--- src/design/ili_pkg.sv ---
`timescale 1ns / 1ps
package ili_pkg;

    localparam int unsigned DEPTH_DEF = 16;
    localparam int unsigned FUNC_W    = 2;
    localparam int unsigned POS_W     = 5;
    localparam int unsigned DATA_W    = 8;
    localparam int unsigned STATUS_W  = 2;
    localparam int unsigned COUNT_W   = 5;

    typedef enum logic [FUNC_W-1:0] {
        FUNC_INSERT = 2'd0,
        FUNC_DELETE = 2'd1,
        FUNC_READ   = 2'd2
    } t_func;

    typedef enum logic [STATUS_W-1:0] {
        ST_OK    = 2'd0,
        ST_EMPTY = 2'd1,
        ST_RANGE = 2'd2,
        ST_FULL  = 2'd3
    } t_status;

    // Broadcast to every cell of the chain.
    typedef struct packed {
        logic             do_insert;
        logic             do_delete;
        logic [POS_W-1:0] pos;
    } t_cell_ctrl;

endpackage

--- src/design/indexed_list_insert_delete.sv ---
`timescale 1ns / 1ps
// A result is registered in the output register in the cycle after its item is accepted.
// Throughput: one item per cycle; every cell of the chain shifts in parallel, so the
// only limit is the output register being held by a stalled consumer.
// Reset (synchronous, active low) empties the list and drops any pending result;
// the entry cells themselves are not cleared.
module indexed_list_insert_delete
    import ili_pkg::*;
#(
    parameter int unsigned DEPTH = DEPTH_DEF
) (
    input  logic                i_clk,
    input  logic                i_rst_n,
    input  logic                i_in_valid,
    output logic                o_in_stall,
    input  logic [FUNC_W-1:0]   i_func,
    input  logic [POS_W-1:0]    i_pos,
    input  logic [DATA_W-1:0]   i_data,
    output logic                o_out_valid,
    input  logic                i_out_stall,
    output logic [STATUS_W-1:0] o_status,
    output logic [DATA_W-1:0]   o_value,
    output logic [COUNT_W-1:0]  o_count
);

    localparam int unsigned LW = $clog2(DEPTH + 1);
    localparam int unsigned CW = (LW > POS_W) ? LW : POS_W;

    logic                r_out_valid;
    logic [STATUS_W-1:0] r_status;
    logic [DATA_W-1:0]   r_value;
    logic [COUNT_W-1:0]  r_count;
    logic [LW-1:0]       r_len;
    logic [LW-1:0]       n_len;

    logic                w_accept;
    t_status             w_status;
    logic [DATA_W-1:0]   w_value;
    logic [DATA_W-1:0]   w_read;
    logic [CW-1:0]       w_pos;
    logic [CW-1:0]       w_len;
    logic                w_ins_ok;
    logic                w_del_ok;
    t_cell_ctrl          w_ctrl;

    logic [DATA_W-1:0]   w_entry [DEPTH];
    logic [DATA_W-1:0]   w_tap   [DEPTH];

    assign o_in_stall = r_out_valid && i_out_stall;
    assign w_accept   = i_in_valid && !o_in_stall;
    assign w_pos      = CW'(i_pos);
    assign w_len      = CW'(r_len);

    always_comb begin
        w_read = '0;
        for (int k = 0; k < DEPTH; k++) begin
            w_read = w_read | w_tap[k];
        end
    end

    always_comb begin
        w_status = ST_OK;
        w_value  = '0;
        w_ins_ok = 1'b0;
        w_del_ok = 1'b0;
        n_len    = r_len;
        case (t_func'(i_func))
            FUNC_INSERT: begin
                if (w_pos > w_len) begin
                    w_status = ST_RANGE;
                end else if (w_len == CW'(DEPTH)) begin
                    w_status = ST_FULL;
                end else begin
                    w_ins_ok = 1'b1;
                    n_len    = r_len + 1'b1;
                end
            end
            FUNC_DELETE, FUNC_READ: begin
                if (r_len == '0) begin
                    w_status = ST_EMPTY;
                end else if (w_pos >= w_len) begin
                    w_status = ST_RANGE;
                end else begin
                    w_value = w_read;
                    if (t_func'(i_func) == FUNC_DELETE) begin
                        w_del_ok = 1'b1;
                        n_len    = r_len - 1'b1;
                    end
                end
            end
            default: begin
                w_status = ST_OK;
            end
        endcase
    end

    assign w_ctrl.do_insert = w_accept && w_ins_ok;
    assign w_ctrl.do_delete = w_accept && w_del_ok;
    assign w_ctrl.pos       = i_pos;

    for (genvar g = 0; g < DEPTH; g++) begin : g_cell
        logic [DATA_W-1:0] w_left;
        logic [DATA_W-1:0] w_right;

        // chain ends feed back their own entry; the first cell's is never selected
        if (g == 0) begin : g_first
            assign w_left = w_entry[g];
        end else begin : g_mid_l
            assign w_left = w_entry[g-1];
        end
        if (g == DEPTH - 1) begin : g_last
            assign w_right = w_entry[g];
        end else begin : g_mid_r
            assign w_right = w_entry[g+1];
        end

        ili_cell #(
            .DEPTH (DEPTH),
            .IDX   (g)
        ) u_cell (
            .i_clk   (i_clk),
            .i_ctrl  (w_ctrl),
            .i_left  (w_left),
            .i_right (w_right),
            .i_data  (i_data),
            .o_entry (w_entry[g]),
            .o_tap   (w_tap[g])
        );
    end

    always_ff @(posedge i_clk) begin
        if (!i_rst_n) begin
            r_len       <= '0;
            r_out_valid <= 1'b0;
        end else begin
            if (w_accept) begin
                r_len       <= n_len;
                r_out_valid <= 1'b1;
            end else if (!i_out_stall) begin
                r_out_valid <= 1'b0;
            end
        end
    end

    always_ff @(posedge i_clk) begin
        if (w_accept) begin
            r_status <= w_status;
            r_value  <= w_value;
            r_count  <= COUNT_W'(n_len);
        end
    end

    assign o_out_valid = r_out_valid;
    assign o_status    = r_status;
    assign o_value     = r_value;
    assign o_count     = r_count;

endmodule

--- src/design/ili_cell.sv ---
`timescale 1ns / 1ps
module ili_cell
    import ili_pkg::*;
#(
    parameter int unsigned DEPTH = DEPTH_DEF,
    parameter int unsigned IDX   = 0
) (
    input  logic              i_clk,
    input  t_cell_ctrl        i_ctrl,
    input  logic [DATA_W-1:0] i_left,
    input  logic [DATA_W-1:0] i_right,
    input  logic [DATA_W-1:0] i_data,
    output logic [DATA_W-1:0] o_entry,
    output logic [DATA_W-1:0] o_tap
);

    localparam int unsigned IW = $clog2(DEPTH) + 1;
    localparam int unsigned CW = (IW > POS_W) ? IW : POS_W;

    logic [DATA_W-1:0] r_entry;
    logic [DATA_W-1:0] n_entry;
    logic [CW-1:0]     w_pos;
    logic [CW-1:0]     w_idx;

    assign w_pos = CW'(i_ctrl.pos);
    assign w_idx = CW'(IDX);

    always_comb begin
        n_entry = r_entry;
        if (i_ctrl.do_insert) begin
            if (w_idx > w_pos) begin
                n_entry = i_left;
            end else if (w_idx == w_pos) begin
                n_entry = i_data;
            end
        end else if (i_ctrl.do_delete) begin
            // close the gap: everything at or above pos takes its upper neighbor
            if (w_idx >= w_pos) begin
                n_entry = i_right;
            end
        end
    end

    always_ff @(posedge i_clk) begin
        r_entry <= n_entry;
    end

    assign o_entry = r_entry;
    assign o_tap   = (w_idx == w_pos) ? r_entry : '0;

endmodule
--- config.mk ---
export PLATFORM = sky130hd
export DESIGN_NAME = indexed_list_insert_delete
export DESIGN_NICKNAME = d
export VERILOG_FILES = /design/src/design/ili_pkg.sv /design/src/design/indexed_list_insert_delete.sv /design/src/design/ili_cell.sv
export SDC_FILE = /design/constraint.sdc
export NUM_CORES = 1
export LEC_CHECK = 0
export BUFFER_PORTS_ARGS = -buffer_cell sky130_fd_sc_hd__buf_2
export CELL_PAD_IN_SITES_DETAIL_PLACEMENT = 2
export CELL_PAD_IN_SITES_GLOBAL_PLACEMENT = 2
export CORE_ASPECT_RATIO = 0.75
export CORE_MARGIN = 5
export CORE_UTILIZATION = 25
export DETAILED_ROUTE_END_ITERATION = 7
export PLACE_DENSITY = 0.62
export SLEW_MARGIN = 10
export SYNTH_ARGS = -nofsm -noshare
export SYNTH_HDL_FRONTEND = slang
export SYNTH_SLANG_ARGS = --single-unit
export TNS_END_PERCENT = 50
--- constraint.sdc ---
create_clock -name i_clk -period 4.3 [get_ports i_clk]
set_input_delay 0.645 -clock i_clk [delete_from_list [all_inputs] [get_ports i_clk]]
set_output_delay 0.645 -clock i_clk [all_outputs]
set_load 0.05 [all_outputs]
==> impl_metrics.env, run 1 <==
export IMPL_run_status="complete, no violations"
export IMPL_vias_per_cell=5.44
export IMPL_syn_area_um2=8940
export IMPL_track_usage_pct=18.4
export IMPL_dp_hpwl_um=27200
export IMPL_ff_latch_area_um2=4410
export IMPL_cts_root_buf="clkbuf_16"
export IMPL_cts_resized_gates=0
export IMPL_p_total_mw=3.67
export IMPL_ios=36
export IMPL_dr_pass1_iters=5
export IMPL_avgSynthCellArea_um2=10.6
export IMPL_drv_cap=0
export IMPL_numCtsBuffers=17
export IMPL_fin_util_pct=28.9
export IMPL_dr_first_iter_drc_count=791
export IMPL_worst_setup_path_end_kind="flip-flop"
export IMPL_die_area_um2=39700
export IMPL_setup_viol=0
export IMPL_dpl_cell_count=1315
export IMPL_routed_wl_um=37100
export IMPL_cp_arrival_ps=3300
export IMPL_wl_per_cell_um=27.5
export IMPL_start_kind="flip-flop"
export IMPL_final_cells=1347
export IMPL_min_period_ps=3210
export IMPL_hold_viol=0
export IMPL_clk_latency_ps=450
export IMPL_synth_seq_area_share_pct=49.4
export IMPL_skew_ps=15.5
export IMPL_drc=0
export IMPL_cts_tree="done"
export IMPL_hold_buffers=0
export IMPL_grt_max_degree=49
export IMPL_synthCells=840
export IMPL_worst_pin_slew_ps=995
export IMPL_drive_gt1_share_pct=16.7
export IMPL_die_y_um=174
export IMPL_post_cts_buffers=0
export IMPL_nFillCells=3901
export IMPL_crit_required_ps=4390
export IMPL_gp_congestion=0.855
export IMPL_clock_sinks=149
export IMPL_start_util_pct=25.1
export IMPL_grt_pass1_wl_um=54100
export IMPL_ant_nets=0
export IMPL_slew_violations=0
export IMPL_place_port_buffers=35
export IMPL_fmax_mhz=311
export IMPL_synthesis_nets=869
export IMPL_nNetsFinal=898
export IMPL_path_clk_slew_ps=70
export IMPL_core_area_um2=35600
export IMPL_antenna_cells=0
export IMPL_antenna_found_initial=0
export IMPL_finalSetupTns_ps=0
export IMPL_syn_to_final_growth_pct=15.0
export IMPL_dominantRegCellSynth="edfxtp_1"
export IMPL_setup_ws_ps=1090
export IMPL_async_reset_ff_share_pct=0
export IMPL_crit_fanout=10
export IMPL_ys_ff_latch=149
export IMPL_clock_path_buffers=2
export IMPL_peakVddDrop_mv=0.225
export IMPL_die_w_um=228
export IMPL_yosys_warnings=0
export IMPL_finalCritPeriodShare_pct=74.7
export IMPL_fp_row_count=60
export IMPL_grt_overflow=0
export IMPL_synth_distinct_cells=68
export IMPL_grt_pass1_vias=7366
export IMPL_synth_edff_count=143
export IMPL_power_density_nw_per_um2=357
export IMPL_vias=7323
export IMPL_cellLeakagePower_nw=3.75
export IMPL_multi_input_area_um2=4150
export IMPL_place_ws_ps=903
export IMPL_hp_class="input port to flip-flop"
export IMPL_rsz0062_at_grt="false"
export IMPL_cts_max_level=4
export IMPL_relSlewSlack_pct=32.0
export IMPL_path_class="flip-flop to flip-flop"
[per-stage QoR]
step           instance area (um^2)  hold WS (ps)
4_1_cts                       10300           421
3_5_place_dp                   9650           575
6_report                      10300           437
2_1_floorplan                  8940           512
5_1_grt                       10300           432
3_3_place_gp                   9650           565
[final cells by class]
cell class | count | area share (%)
flip-flops and latches | 149 | 42.9
well taps | 465 | 5.66
clock inverters | 12 | 1.63
inverters | 12 | 0.438
repair buffers | 68 | 4.48
multi-input cells | 621 | 40.3
clock buffers | 20 | 4.54
[registers in the layout, summed over array words and instances, names as in the netlist]
register,cells
o_status,2
r_len,5
o_value,8
g_cell.u_cell.o_entry,128
o_out_valid,1
o_count,5
[cell usage in the layout, fill, tap and decap left out, types with 13 or more instances in the layout]
cell type / instances
a21oi_1: 21
a221oi_1: 13
buf_2: 35
buf_4: 30
clkbuf_16: 17
edfxtp_1: 143
mux2_2: 21
mux2i_1: 120
nand2_1: 137
nand3_1: 14
nor2_1: 35
o21ai_0: 104
o21ai_1: 20
[cells in the mapped netlist (10+ instances only)]
cell type | count | area share (%)
nand2_1 | 137 | 5.8
mux2_2 | 21 | 2.6
buf_2 | 19 | 1.1
ha_1 | 10 | 1.4
a31oi_1 | 12 | 0.84
edfxtp_1 | 143 | 48
buf_6 | 11 | 1.4
mux2i_1 | 120 | 13
a22o_1 | 12 | 1.2
a221oi_1 | 13 | 1.3
a22oi_1 | 11 | 0.92
nor2_1 | 35 | 1.5
a21oi_1 | 21 | 1.2
nand3_1 | 14 | 0.78
inv_1 | 12 | 0.50
o21ai_0 | 105 | 5.9
o21ai_1 | 19 | 1.1
clkbuf_1 | 18 | 0.76
[path summary, 6_finish.rpt]
check	depth (start not counted)	end	slack, ps	startpoint
setup / recovery	9	g_cell[13].u_cell.o_entry[5]$_DFFE_PP_	1090	r_len[3]$_SDFFE_PN0P_
hold / removal	2	o_out_valid$_SDFFE_PN0P_	440	i_in_valid
setup reg to reg	9	g_cell[13].u_cell.o_entry[5]$_DFFE_PP_	1090	r_len[3]$_SDFFE_PN0P_
hold reg to reg	2	g_cell[12].u_cell.o_entry[5]$_DFFE_PP_	600	g_cell[13].u_cell.o_entry[5]$_DFFE_PP_
[where the power goes]
| group | internal [mW] | total, mW | switching (mW) |
|---|---|---|---|
| clock network | 0.970 | 1.64 | 0.670 |
| registers | 1.60 | 1.62 | 0.0159 |
| logic | 0.130 | 0.413 | 0.282 |
| total | 2.70 | 3.67 | 0.969 |
[routing by layer]
metal	GRT usage, %	up-vias	wire, um
li1	-	3228	-
met1	30.1	3835	19400
met2	24.5	238	14700
met3	4.14	22	2580
met4	3.38	0	428
met5	0	-	0
[critical path: stages (launching register included)]
cell,delay (ps)
dfxtp_1,560
inv_1,180
ha_1,300
nand2_1,220
nor2_1,160
nor3_1,280
buf_4,200
a32o_1,230
buf_4,230
and3_1,480
[cells by family after synthesis]
logic type	synth area share, %
fa+ha+maj	1.40
mux	16.2
buf+inv	4.31
compound gates	16.1
flops	49.4
simple gates	12.6
Power figures use the tool's default switching activity.
==> run 2: changes to the inputs <==
Clock period 4.3 ns to 3.32 ns, I/O delays scaled along.
==> impl_metrics.env, run 2 (synthesized netlist as in run 1, its figures left out) <==
export IMPL_clk_latency_ps=470
export IMPL_crit_chain="inv_1, ha_1, a21oi_1, inv_1, o22ai_4, a32o_1, buf_4, nand2_2, nor2_1, buf_4"
export IMPL_hold_buffers=0
export IMPL_start_util_pct=25.1
export IMPL_drc=0
export IMPL_ff2ff_setup_slack_ps=260
export IMPL_reg2reg_to="g_cell[1].u_cell.o_entry[4]$_DFFE_PP_"
export IMPL_pwr_share_comb_pct=11.6
export IMPL_cts_resized_gates=0
export IMPL_antenna_found_initial=0
export IMPL_mostFrequentLayoutCell="edfxtp_1"
export IMPL_grt_pass1_wl_um=52700
export IMPL_run_status="complete, no violations"
export IMPL_grt_max_degree=60
export IMPL_vias_per_cell=5.35
export IMPL_die_w_um=228
export IMPL_skew_ps=28.6
export IMPL_relSlewSlack_pct=38.7
export IMPL_die_area_um2=39700
export IMPL_nNetsFinal=927
export IMPL_crit_fanout=11
export IMPL_cp_arrival_ps=3220
export IMPL_worst_setup_path_end_kind="flip-flop"
export IMPL_grt_pass1_vias=7654
export IMPL_path_clk_slew_ps=70
export IMPL_clock_path_buffers=2
export IMPL_crit_required_ps=3490
export IMPL_vias=7359
export IMPL_drive_gt1_share_pct=19.2
export IMPL_hp_class="input port to flip-flop"
export IMPL_drv_cap=0
export IMPL_path_class="flip-flop to flip-flop"
export IMPL_numCtsBuffers=17
export IMPL_peakVddDrop_mv=0.329
export IMPL_multi_input_area_um2=4150
export IMPL_antenna_cells=0
export IMPL_p_total_mw=4.72
export IMPL_sequentialPowerShare_pct=44.2
export IMPL_r2r_start="r_len[4]$_SDFFE_PN0P_"
export IMPL_layout_common_cells="143 x edfxtp_1, 137 x nand2_1, 120 x mux2i_1, 104 x o21ai_0, 58 x buf_4"
export IMPL_ff_latch_area_um2=4410
export IMPL_setup_viol=0
export IMPL_clockPowerShare_pct=44.1
export IMPL_routed_wl_um=35800
export IMPL_power_density_nw_per_um2=450
export IMPL_p_int_mw=3.47
export IMPL_cts_root_buf="clkbuf_16"
export IMPL_whs_path_depth=2
export IMPL_start_kind="flip-flop"
export IMPL_wl_per_cell_um=26.0
export IMPL_ant_nets=0
export IMPL_critPathMaxStageDelay_ps=540
export IMPL_netSwitchingPower_mw=1.26
export IMPL_hold_viol=0
export IMPL_worst_pin_slew_ps=918
export IMPL_finalSetupTns_ps=0
export IMPL_track_usage_pct=17.9
export IMPL_cts_max_level=4
export IMPL_largest_register_ffs=128
export IMPL_cts_tree="done"
export IMPL_syn_to_final_growth_pct=17.4
export IMPL_design_area_um2=10500
export IMPL_min_period_ps=3060
export IMPL_rsz0062_at_grt="false"
export IMPL_slowest_stage="dfxtp_1"
export IMPL_core_area_um2=35600
export IMPL_cp_startpoint="r_len[4]$_SDFFE_PN0P_"
export IMPL_nFillCells=3941
export IMPL_grt_overflow=0
export IMPL_dr_pass1_iters=5
export IMPL_worstRegToRegCells=10
export IMPL_swShare_pct=26.6
export IMPL_dp_hpwl_um=26400
export IMPL_cellLeakagePower_nw=3.89
export IMPL_gp_congestion=0.821
export IMPL_placed_area_um2=9880
export IMPL_slew_violations=0
export IMPL_ios=36
export IMPL_critPathCapture="g_cell[1].u_cell.o_entry[4]$_DFFE_PP_"
export IMPL_fmax_mhz=327
export IMPL_finalCritPeriodShare_pct=92.1
export IMPL_place_port_buffers=35
export IMPL_dr_first_iter_drc_count=636
export IMPL_clock_sinks=149
export IMPL_fp_row_count=60
export IMPL_post_cts_buffers=0
export IMPL_die_y_um=174
-- run 2: cell count changes in the layout (fill, tap and decap cells not counted) --
cell / delta
buf_4: +28
clkinv_4: -2
inv_6: +1
clkbuf_1: +1
clkinv_2: +1
buf_12: +1
clkbuf_8: -2
clkinvlp_4: +1
-- run 2: worst min-delay path by stage --
| stage | to | from |
|---|---|---|
| floorplan | r_len[0]$_SDFFE_PN0P_ | r_len[0]$_SDFFE_PN0P_ |
| global placement | g_cell[14].u_cell.o_entry[1]$_DFFE_PP_ | g_cell[15].u_cell.o_entry[1]$_DFFE_PP_ |
| detailed placement | g_cell[14].u_cell.o_entry[1]$_DFFE_PP_ | g_cell[15].u_cell.o_entry[1]$_DFFE_PP_ |
| CTS | o_out_valid$_SDFFE_PN0P_ | i_in_valid |
| global route | o_out_valid$_SDFFE_PN0P_ | i_in_valid |
| finish | o_out_valid$_SDFFE_PN0P_ | i_in_valid |
-- run 2: critical path: cells and delay by family (launching register included) --
family          cells  cell delay, ps
flops               1             540
compound gates      3             770
simple gates        2             470
buf+inv             4             680
fa+ha+maj           1             300
-- run 2: final cells by class --
class / instances / share of cell area (%)
clock buffer: 19 / 4.22
timing repair buffer: 97 / 6.58
sequential: 149 / 42.1
multi-input combinational: 621 / 39.5
inverter: 12 / 0.429
tap: 465 / 5.54
clock inverter: 13 / 1.63
-- run 2: power groups by stage --
stage,logic [mW],registers [mW],clock network (mW)
4_1_cts,0.549,2.09,2.15
2_1_floorplan,0.319,2.16,0
3_3_place_gp,0.536,2.13,0
5_1_grt,0.587,2.09,2.22
6_report,0.549,2.09,2.09
3_5_place_dp,0.545,2.13,0
-- run 2: layer usage --
metal,vias to the layer above,GRT usage (%),wire [um]
met1,3862,26.7,17800
met2,197,26.7,15500
li1,3279,-,-
met5,-,0,0
met4,0,4.03,450
met3,21,3.60,1990
-- run 2: through the flow --
stage	util, %	hold WS, ps	instances	setup WS (ps)
final	29.5	297	1376	263
after detailed placement	27.8	563	1344	239
after CTS	29.5	261	1376	232
after floorplan	-	512	840	213
after global routing	29.5	280	1376	63.7
after global placement	27.8	556	1344	292
==> run 3: changes to the inputs <==
Settings changed: CAP_MARGIN from default to 20, CORE_UTILIZATION 25 to 35, PLACE_DENSITY 0.62 to 0.78.
==> impl_metrics.env, run 3 (synthesized netlist as in run 1, its figures left out) <==
export IMPL_core_area_um2=25100
export IMPL_nNetsFinal=912
export IMPL_clockPowerShare_pct=43.2
export IMPL_dpl_cell_count=1202
export IMPL_cts_root_buf="clkbuf_16"
export IMPL_ant_nets=0
export IMPL_cts_tree="done"
export IMPL_post_cts_buffers=0
export IMPL_hold_viol=0
export IMPL_power_density_nw_per_um2=455
export IMPL_place_port_buffers=35
export IMPL_multi_input_area_um2=4150
export IMPL_grt_max_degree=65
export IMPL_grt_pass1_wl_um=51300
export IMPL_finalCritPeriodShare_pct=92.2
export IMPL_clk_latency_ps=450
export IMPL_fp_row_count=50
export IMPL_hp_class="input port to flip-flop"
export IMPL_skew_ps=13.2
export IMPL_hold_buffers=0
export IMPL_relSlewSlack_pct=35.2
export IMPL_clock_sinks=149
export IMPL_largest_register_ffs=128
export IMPL_wl_per_cell_um=27.7
export IMPL_p_int_mw=3.37
export IMPL_rsz0062_at_grt="false"
export IMPL_syn_to_final_growth_pct=14.0
export IMPL_cts_resized_gates=0
export IMPL_die_y_um=148
export IMPL_run_status="complete, no violations"
export IMPL_vias=7488
export IMPL_setup_viol=0
export IMPL_final_cells=1234
export IMPL_pwr_share_comb_pct=11.8
export IMPL_clock_path_buffers=2
export IMPL_dr_first_iter_drc_count=669
export IMPL_start_util_pct=35.6
export IMPL_ios=36
export IMPL_cellLeakagePower_nw=3.80
export IMPL_swShare_pct=27.2
export IMPL_slew_violations=0
export IMPL_crit_required_ps=3390
export IMPL_grt_pass1_vias=8073
export IMPL_numCtsBuffers=17
export IMPL_sequentialPowerShare_pct=45.0
export IMPL_path_class="flip-flop to flip-flop"
export IMPL_start_kind="flip-flop"
export IMPL_peakVddDrop_mv=0.388
export IMPL_worst_setup_path_end_kind="flip-flop"
export IMPL_dr_pass1_iters=5
export IMPL_mostFrequentLayoutCell="edfxtp_1"
export IMPL_cts_max_level=4
export IMPL_min_period_ps=3060
export IMPL_routed_wl_um=34100
export IMPL_drive_gt1_share_pct=17.6
export IMPL_netSwitchingPower_mw=1.26
export IMPL_dp_hpwl_um=24600
export IMPL_layout_common_cells="143 x edfxtp_1, 137 x nand2_1, 120 x mux2i_1, 104 x o21ai_0, 43 x buf_4"
export IMPL_antenna_cells=0
export IMPL_finalSetupTns_ps=0
export IMPL_cp_arrival_ps=3130
export IMPL_crit_fanout=8
export IMPL_grt_overflow=0
export IMPL_track_usage_pct=23.5
export IMPL_path_clk_slew_ps=60
export IMPL_ff_latch_area_um2=4410
export IMPL_drv_cap=0
export IMPL_vias_per_cell=6.07
export IMPL_drc=0
export IMPL_nFillCells=2649
export IMPL_gp_congestion=0.850
export IMPL_die_area_um2=28900
export IMPL_antenna_found_initial=0
export IMPL_die_w_um=195
export IMPL_fmax_mhz=327
export IMPL_worst_pin_slew_ps=947
[run 3: changes by cell type in the layout (fill, tap and decap cells not counted), sizes merged]
cell / previous run / this run
buf: 97 / 82
clkinv: 4 / 6
bufinv: 3 / 2
clkinvlp: 2 / 1
[run 3: final timing paths]
| kind | startpoint | end | slack, ps | cells after the start |
|---|---|---|---|---|
| worst max-delay path | r_len[1]$_SDFFE_PN0P_ | g_cell[1].u_cell.o_entry[7]$_DFFE_PP_ | 260 | 8 |
| worst min-delay path | i_in_valid | o_out_valid$_SDFFE_PN0P_ | 290 | 2 |
| worst min register to register | g_cell[15].u_cell.o_entry[1]$_DFFE_PP_ | g_cell[14].u_cell.o_entry[1]$_DFFE_PP_ | 580 | 2 |
| worst max register to register | r_len[1]$_SDFFE_PN0P_ | g_cell[1].u_cell.o_entry[7]$_DFFE_PP_ | 260 | 8 |
[run 3: through the flow]
step                      cell area, um^2  hold WS, ps  util [%]  total power [mW]  worst slack, ps
after floorplan                      8940          512         -              2.48              213
after global placement               9610          552      38.3              2.64              322
after detailed placement             9610          562      38.3              2.66             63.9
after CTS                           10200          275      40.6              4.64              248
after global routing                10200          297      40.6              4.76             49.8
final                               10200          285      40.6              4.63              258
[run 3: metal layers]
metal / track usage [%] / vias to the layer above / routed length [um]
met4: 6.68 / 0 / 765
met2: 38.8 / 287 / 15900
li1: - / 3253 / -
met5: 0 / - / 0
met1: 31.6 / 3887 / 15300
met3: 4.71 / 61 / 2180
[run 3: layout make-up]
class / count / area share [%]
Sequential cell: 149 / 43.3
Multi-Input combinational cell: 621 / 40.7
Clock inverter: 13 / 1.46
Inverter: 12 / 0.442
Tap cell: 338 / 4.15
Clock buffer: 19 / 4.25
Timing Repair Buffer: 82 / 5.67
[run 3: power groups by stage]
stage          combinational [mW]  clock (mW)  sequential [mW]
3_5_place_dp                0.530           0             2.13
4_1_cts                     0.540        2.01             2.09
2_1_floorplan               0.319           0             2.16
3_3_place_gp                0.510           0             2.13
6_report                    0.546        2.00             2.09
5_1_grt                     0.578        2.09             2.09
[run 3: critical path, stage by stage (launching register included)]
cell	delay [ps]
dfxtp_1	420
inv_1	120
ha_1	350
nand3_1	200
nor2_1	130
nor3_1	290
a32o_1	260
nand2_2	190
nor2_1	730
